## src/rtl/core/asa_pkg.sv

```systemverilog
`timescale 1ns / 1ps

package asa_pkg;

  localparam int CH_W       = 5;
  localparam int CNT_W      = 5;
  localparam int SUM_W      = 16;
  localparam int MASK_W     = 32;
  localparam int CFG_DATA_W = 32;
  localparam int CFG_ADDR_W = 4;
  localparam int OUT_DATA_W = 32;
  localparam int OUT_USER_W = 2;

  typedef enum logic [1:0] {
    REG_FIRST_CHANNEL,
    REG_LAST_CHANNEL,
    REG_COLLECT_MASK,
    REG_SAMPLES_PER_AVG
  } reg_index_t;

  localparam logic [CH_W-1:0]   FIRST_CHANNEL_RST = 5'd0;
  localparam logic [CH_W-1:0]   LAST_CHANNEL_RST  = 5'd31;
  localparam logic [MASK_W-1:0] COLLECT_MASK_RST  = '1;
  localparam logic [CNT_W-1:0]  SAMPLES_AVG_RST   = 5'd4;

  typedef struct packed {
    logic [CH_W-1:0]   first_channel;
    logic [CH_W-1:0]   last_channel;
    logic [MASK_W-1:0] collect_mask;
    logic [CNT_W-1:0]  samples_per_average;
  } cfg_t;

  typedef struct packed {
    logic [CH_W-1:0]  next_channel;
    logic             sum_ready;
    logic [CH_W-1:0]  sum_channel;
    logic [SUM_W-1:0] sum_value;
    logic             scan_done;
  } result_t;

endpackage

```

## src/rtl/core/adc_scan_averager.sv

```systemverilog
`timescale 1ns / 1ps
// ADC scan averager.
// Slave stream (s_*) takes one conversion result per beat for the channel
// currently selected. Each input beat yields exactly one master beat (m_*)
// that reports the channel to convert next and, when the beat completed the
// configured number of samples, the channel's sum and whether the scan wrapped.
// An input beat passes through the input register, then through the accumulate
// and channel search into the output register. Throughput is one beat per
// cycle while m_tready is not held low; the path that sets it is the
// priority search over the collect mask feeding the channel register.
// The APB port sets first/last channel, the collect mask and the number of
// samples per average; write it only while no beats are in flight.
// Reset clears the valid bits of both pipeline registers, the sum and sample
// count, returns the registers to their defaults and selects channel 0.
// A stalled output (m_tready low) holds its beat; the input register keeps
// accepting until it is full, so one more beat is taken while a result waits.
module adc_scan_averager #(
  parameter int CHANNEL_COUNT = 32,
  parameter int SAMPLE_BITS   = 12,
  parameter int MAX_AVERAGE   = 16,
  localparam int IN_DATA_W    = ((SAMPLE_BITS + 7) / 8) * 8
) (
  input  logic                              clk,
  input  logic                              rst,
  input  logic                              s_tvalid,
  output logic                              s_tready,
  input  logic [IN_DATA_W-1:0]              s_tdata,   // sample
  output logic                              m_tvalid,
  input  logic                              m_tready,
  // next_channel[4:0], sum_channel[9:5], sum_value[25:10], zero fill
  output logic [asa_pkg::OUT_DATA_W-1:0]    m_tdata,
  output logic [asa_pkg::OUT_USER_W-1:0]    m_tuser,   // sum_ready[0], scan_done[1]
  input  logic                              psel,
  input  logic                              penable,
  input  logic                              pwrite,
  input  logic [asa_pkg::CFG_ADDR_W-1:0]    paddr,
  input  logic [asa_pkg::CFG_DATA_W-1:0]    pwdata,
  output logic [asa_pkg::CFG_DATA_W-1:0]    prdata,
  output logic                              pready
);
  import asa_pkg::*;

  localparam int PAD_W = OUT_DATA_W - (2 * CH_W + SUM_W);

  cfg_t                   cfg;
  result_t                res;
  result_t                out_res;
  logic                   in_valid;
  logic [SAMPLE_BITS-1:0] in_sample;
  logic                   advance;
  logic                   s_accept;

  asa_regs u_regs (
    .clk     (clk),
    .rst     (rst),
    .psel    (psel),
    .penable (penable),
    .pwrite  (pwrite),
    .paddr   (paddr),
    .pwdata  (pwdata),
    .prdata  (prdata),
    .pready  (pready),
    .cfg     (cfg)
  );

  asa_core #(
    .CHANNEL_COUNT (CHANNEL_COUNT),
    .SAMPLE_BITS   (SAMPLE_BITS),
    .MAX_AVERAGE   (MAX_AVERAGE)
  ) u_core (
    .clk    (clk),
    .rst    (rst),
    .step   (advance),
    .sample (in_sample),
    .cfg    (cfg),
    .res    (res)
  );

  assign advance  = in_valid && (!m_tvalid || m_tready);
  assign s_tready = !in_valid || advance;
  assign s_accept = s_tvalid && s_tready;

  always_ff @(posedge clk) begin
    if (rst) begin
      in_valid <= 1'b0;
      m_tvalid <= 1'b0;
    end else begin
      in_valid <= s_accept || (in_valid && !advance);
      m_tvalid <= advance || (m_tvalid && !m_tready);
    end
  end

  always_ff @(posedge clk) begin
    if (s_accept) begin
      in_sample <= s_tdata[SAMPLE_BITS-1:0];
    end
    if (advance) begin
      out_res <= res;
    end
  end

  assign m_tdata = {{PAD_W{1'b0}}, out_res.sum_value, out_res.sum_channel,
                    out_res.next_channel};
  assign m_tuser = {out_res.scan_done, out_res.sum_ready};

endmodule

```

## src/rtl/core/asa_regs.sv

```systemverilog
`timescale 1ns / 1ps

module asa_regs (
  input  logic                              clk,
  input  logic                              rst,
  input  logic                              psel,
  input  logic                              penable,
  input  logic                              pwrite,
  input  logic [asa_pkg::CFG_ADDR_W-1:0]    paddr,
  input  logic [asa_pkg::CFG_DATA_W-1:0]    pwdata,
  output logic [asa_pkg::CFG_DATA_W-1:0]    prdata,
  output logic                              pready,
  output asa_pkg::cfg_t                     cfg
);
  import asa_pkg::*;

  reg_index_t reg_sel;
  logic       wr_en;

  assign reg_sel = reg_index_t'(paddr[3:2]);
  assign wr_en   = psel && penable && pwrite;
  assign pready  = 1'b1;

  always_ff @(posedge clk) begin
    if (rst) begin
      cfg.first_channel       <= FIRST_CHANNEL_RST;
      cfg.last_channel        <= LAST_CHANNEL_RST;
      cfg.collect_mask        <= COLLECT_MASK_RST;
      cfg.samples_per_average <= SAMPLES_AVG_RST;
    end else if (wr_en) begin
      unique case (reg_sel)
        REG_FIRST_CHANNEL:   cfg.first_channel       <= pwdata[CH_W-1:0];
        REG_LAST_CHANNEL:    cfg.last_channel        <= pwdata[CH_W-1:0];
        REG_COLLECT_MASK:    cfg.collect_mask        <= pwdata[MASK_W-1:0];
        REG_SAMPLES_PER_AVG: cfg.samples_per_average <= pwdata[CNT_W-1:0];
        default: ;
      endcase
    end
  end

  always_comb begin
    prdata = '0;
    unique case (reg_sel)
      REG_FIRST_CHANNEL:   prdata = CFG_DATA_W'(cfg.first_channel);
      REG_LAST_CHANNEL:    prdata = CFG_DATA_W'(cfg.last_channel);
      REG_COLLECT_MASK:    prdata = CFG_DATA_W'(cfg.collect_mask);
      REG_SAMPLES_PER_AVG: prdata = CFG_DATA_W'(cfg.samples_per_average);
      default:             prdata = '0;
    endcase
  end

endmodule

```

## src/rtl/core/asa_sel.sv

```systemverilog
`timescale 1ns / 1ps

module asa_sel #(
  parameter int CHANNEL_COUNT = 32
) (
  input  logic [asa_pkg::MASK_W-1:0] collect_mask,
  input  logic [asa_pkg::CH_W-1:0]   last_channel,
  input  logic [asa_pkg::CH_W-1:0]   cur_channel,
  output logic                       found,
  output logic [asa_pkg::CH_W-1:0]   found_channel
);
  import asa_pkg::*;

  localparam logic [CH_W-1:0] TOP_CHANNEL = CH_W'(CHANNEL_COUNT - 1);

  logic [CH_W-1:0] limit;

  assign limit = (last_channel > TOP_CHANNEL) ? TOP_CHANNEL : last_channel;

  // lowest collected channel above the current one, up to the limit
  always_comb begin
    found         = 1'b0;
    found_channel = '0;
    for (int c = MASK_W - 1; c >= 0; c--) begin
      if (collect_mask[c] && (CH_W'(c) > cur_channel) && (CH_W'(c) <= limit)) begin
        found         = 1'b1;
        found_channel = CH_W'(c);
      end
    end
  end

endmodule

```

## src/rtl/core/asa_core.sv

```systemverilog
`timescale 1ns / 1ps

module asa_core #(
  parameter int CHANNEL_COUNT = 32,
  parameter int SAMPLE_BITS   = 12,
  parameter int MAX_AVERAGE   = 16
) (
  input  logic                   clk,
  input  logic                   rst,
  input  logic                   step,
  input  logic [SAMPLE_BITS-1:0] sample,
  input  asa_pkg::cfg_t          cfg,
  output asa_pkg::result_t       res
);
  import asa_pkg::*;

  localparam logic [CNT_W-1:0] MAX_AVG = CNT_W'(MAX_AVERAGE);

  logic [CH_W-1:0]  current_channel, current_channel_next;
  logic [CNT_W-1:0] samples_taken, samples_taken_next;
  logic [SUM_W-1:0] running_sum, running_sum_next;

  logic [CNT_W-1:0] threshold;
  logic [CNT_W-1:0] taken_inc;
  logic [SUM_W-1:0] sum_add;
  logic             found;
  logic [CH_W-1:0]  found_channel;

  asa_sel #(
    .CHANNEL_COUNT (CHANNEL_COUNT)
  ) u_sel (
    .collect_mask  (cfg.collect_mask),
    .last_channel  (cfg.last_channel),
    .cur_channel   (current_channel),
    .found         (found),
    .found_channel (found_channel)
  );

  always_comb begin
    if (cfg.samples_per_average == '0) begin
      threshold = CNT_W'(1);
    end else if (cfg.samples_per_average > MAX_AVG) begin
      threshold = MAX_AVG;
    end else begin
      threshold = cfg.samples_per_average;
    end
  end

  assign taken_inc = samples_taken + CNT_W'(1);
  assign sum_add   = running_sum + SUM_W'(sample);

  always_comb begin
    current_channel_next = current_channel;
    samples_taken_next   = taken_inc;
    running_sum_next     = sum_add;
    res                  = '0;
    if (taken_inc >= threshold) begin
      samples_taken_next = '0;
      running_sum_next   = '0;
      res.sum_ready      = 1'b1;
      res.sum_channel    = current_channel;
      res.sum_value      = sum_add;
      if (found) begin
        current_channel_next = found_channel;
      end else begin
        // nothing left in this scan: wrap and flag
        current_channel_next = cfg.first_channel;
        res.scan_done        = 1'b1;
      end
    end
    res.next_channel = current_channel_next;
  end

  always_ff @(posedge clk) begin
    if (rst) begin
      current_channel <= FIRST_CHANNEL_RST;
      samples_taken   <= '0;
      running_sum     <= '0;
    end else if (step) begin
      current_channel <= current_channel_next;
      samples_taken   <= samples_taken_next;
      running_sum     <= running_sum_next;
    end
  end

endmodule

```

## config.mk

```make
export PLATFORM = sky130hd
export DESIGN_NAME = adc_scan_averager
export DESIGN_NICKNAME = d
export VERILOG_FILES = /design/src/rtl/core/asa_pkg.sv /design/src/rtl/core/adc_scan_averager.sv /design/src/rtl/core/asa_regs.sv /design/src/rtl/core/asa_sel.sv /design/src/rtl/core/asa_core.sv
export SDC_FILE = /design/constraint.sdc
export NUM_CORES = 1
export LEC_CHECK = 0
export ABC_CLOCK_PERIOD_IN_PS = 5550
export BUFFER_PORTS_ARGS = -buffer_cell sky130_fd_sc_hd__buf_2
export CAP_MARGIN = 20
export CORE_MARGIN = 2
export CORE_UTILIZATION = 60
export CTS_BUF_LIST = sky130_fd_sc_hd__clkbuf_8 sky130_fd_sc_hd__clkbuf_16
export CTS_CLUSTER_DIAMETER = 120
export CTS_CLUSTER_SIZE = 28
export DETAILED_ROUTE_END_ITERATION = 8
export PLACE_DENSITY = 0.84
export SYNTH_ARGS = -nofsm -noshare
export SYNTH_HDL_FRONTEND = slang
export SYNTH_SLANG_ARGS = --single-unit
```

## constraint.sdc

```tcl
create_clock -name clk -period 5.55 [get_ports clk]
set_input_delay 0.2775 -clock clk [delete_from_list [all_inputs] [get_ports clk]]
set_output_delay 0.2775 -clock clk [all_outputs]
set_load 0.01 [all_outputs]
```

==> metrics <==
status=complete, no violations; Final min period=3.53 ns; Die Area=11900 µm²; Register Area=2700 µm²; post-route clock period utilization=63.5%; Crit path depth=13; area share of the leading cell type in the synthesized netlist=22.7%; Hold Path Depth=3; Post-CTS Setup Inserts=0; chip height=109 µm; vias in the first global route=5833; first-pass GRT wire length=29200 µm; CP required=5.96 ns; power per cell area=280 nW/µm²; CTS tree=done; initial antenna violation count=0; Area contributors post-synth=dfxtp_1, edfxtp_1, mux2i_1, nand2_1, and2_1; Seq/Total Area, Yosys=40.8%; RSZ-0062 raised after global routing=no; final setup skew=0.00919 ns; Final Max Tran Viols=0; NumNets Final=913; critical path arrival=3.93 ns; library cells used by synthesis=86; CP peak stage delay=0.61 ns; Die W=109 µm; Worst path top cell family by delay=compound AO/OA/AOI/OAI gates; clk slew on worst S/H paths=0.06 ns; Mapped Cells=708; leading post-synthesis cells by instance count=nand2_1, dfxtp_1, nor2_1; Port Buffers=114; grt ovf=0; Inserted Diodes=0; Max Cap Viol=0; Final Hold Violating Endpoints=0; setup ws final=2.02 ns; critical path class=register to register; WL/cell=18.5 µm; CTS Sinks=115; footprint of the multi-input gates=3590 µm²; number of fillers in the final layout=720; # setup viols final=0; drt drc=0; row count=38; Final HPWL DP=11600 µm; crit end category=register; Inserted Clock Buffers=17; Worst-Margin Slew=1.00 ns; crit path max fanout=26; DP Worst Slack=2.13 ns; Area Overhead vs Synth=22.7%; Synth Register Bits=115; worst-path cell chain=nor3_1, nor2_1, nor2_1, ha_1, nand2b_1, a21o_1, a21o_1, a21o_1, a21oi_2, clkinv_1, nand2_1, a2111oi_0, a2111oi_1; Post-synth EDFFs=40; initial cell density of the core=61.3%; Synth Area per Inst=9.35 µm²; clock latency on the worst-skew pair=0.54 ns; GPL Wtd Cong=0.939; Total Wirelength=18300 µm; Ports=128; Synth Cell Area=6620 µm²; VDD IR max=0.195 mV; most common cell in the netlist=nand2_1; reg-to-reg slack, setup=2.02 ns; number of buffers and inverters on the critical path=1; DR vias=6058; core area=10800 µm²; drt first pass iters=5; Vias/cell=6.13; type of the most critical hold path=input pin to register; Top FF cell, synth=dfxtp_1; Iter 0 DRT Violations=459; Longest Clk Path Bufs=2; Slowest-stage cell, CP=clkinv_1; R2R depth=13; CTS root buffer=clkbuf_8; total negative slack=0 ns; Static Leak=3.33 nW; Max Clock Freq=0.284 GHz; Yosys warning count=0; Startpoint Class=register; async set-reset flop share out of synthesis=0%; pin count of the biggest net entering global routing=42; H-tree depth=4; Global Route Usage Sum=31.9%; cell mode on critical path=a21o_1; post-synth top area cell=dfxtp_1; max_slew headroom=33.3%; antenna viol nets, final=0; layout cell share with drive strength beyond 1=21.2%
## cell type report
| cell class | count | share of cell area (%) |
|---|---|---|
| inverter | 13 | 0.601 |
| timing repair buffer | 159 | 12.4 |
| clock inverter | 15 | 2.19 |
| tap | 140 | 2.16 |
| clock buffer | 17 | 5.10 |
| sequential | 115 | 33.3 |
| multi-input combinational | 529 | 44.3 |
## metal layers
layer | vias to the layer above | track usage [%] | share of wire (%)
met5 | - | 0 | 0
met4 | 0 | 14.0 | 2.6
met3 | 40 | 6.81 | 7.8
met2 | 316 | 51.1 | 49
met1 | 2881 | 41.7 | 41
li1 | 2821 | - | -
## cells in the final DEF (no fill, tap or decap), drive strengths merged, types with 14 or more instances in the layout
cell | synthesis | final
a21oi | 32 | 32
and2 | 40 | 40
buf | 30 | 119
clkbuf | 26 | 17
dfxtp | 75 | 75
dlygate4sd3 | 0 | 40
edfxtp | 40 | 40
ha | 18 | 18
inv | 12 | 18
mux2i | 47 | 47
nand2 | 76 | 76
nand3 | 23 | 23
nor2 | 66 | 66
nor3 | 18 | 18
o211ai | 14 | 14
o21ai | 23 | 23
## kinds of logic after synthesis
kind of cell,share of synthesized area (%)
compound gates,17.8
mux,9.15
buf+inv,5.24
xor+xnor,2.25
other cells,0.113
fa+ha+maj,3.86
flops,40.8
simple gates,20.8
## through the flow
stage	util (%)	power (mW)	area [µm²]	std cells	hold slack (ns)
finish	75.2	2.27	8120	988	0.0377
global route	75.2	2.34	8120	988	0.0512
CTS	75.2	2.26	8120	988	0.0310
detailed placement	66.0	1.15	7130	916	0.454
global placement	66.0	1.14	7130	916	0.443
floorplan	-	1.08	6640	713	0.376
## sequential cells by signal, summed over array words and instances (netlist names)
signal and flops:
u_regs.cfg 47, m_tdata 26, u_core.running_sum 16, in_sample 12, u_core.current_channel 5, u_core.samples_taken 5, m_tuser 2, in_valid 1
m_tvalid 1
## tightest hold or removal path: stages
cell and delay [ns]:
buf_2 0.13, mux2i_1 0.08, nand2_1 0.06
## path summary, 6_finish.rpt
kind,start,end
max,u_regs.cfg[1]$_SDFFE_PP0P_,u_core.current_channel[0]$_SDFFE_PP0P_
min reg2reg,u_core.samples_taken[4]$_SDFFE_PP0P_,u_core.samples_taken[4]$_SDFFE_PP0P_
min,pwdata[2],u_regs.cfg[2]$_SDFFE_PP1P_
max reg2reg,u_regs.cfg[1]$_SDFFE_PP0P_,u_core.current_channel[0]$_SDFFE_PP0P_
## report_power, final
part           internal (mW)  switching, mW  leakage, nW
Combinational          0.112          0.135         2.05
Sequential             0.898         0.0197        0.996
Clock                  0.688          0.422        0.283
Total                   1.70          0.577         3.33
## repair_timing
item                                    4_1_cts  5_1_grt
gates resized for setup                       0        0
endpoints found under the setup margin        0        0
endpoints found under the hold margin        40        0
hold buffers                                 40        0
(Power assumes the default switching activity.)
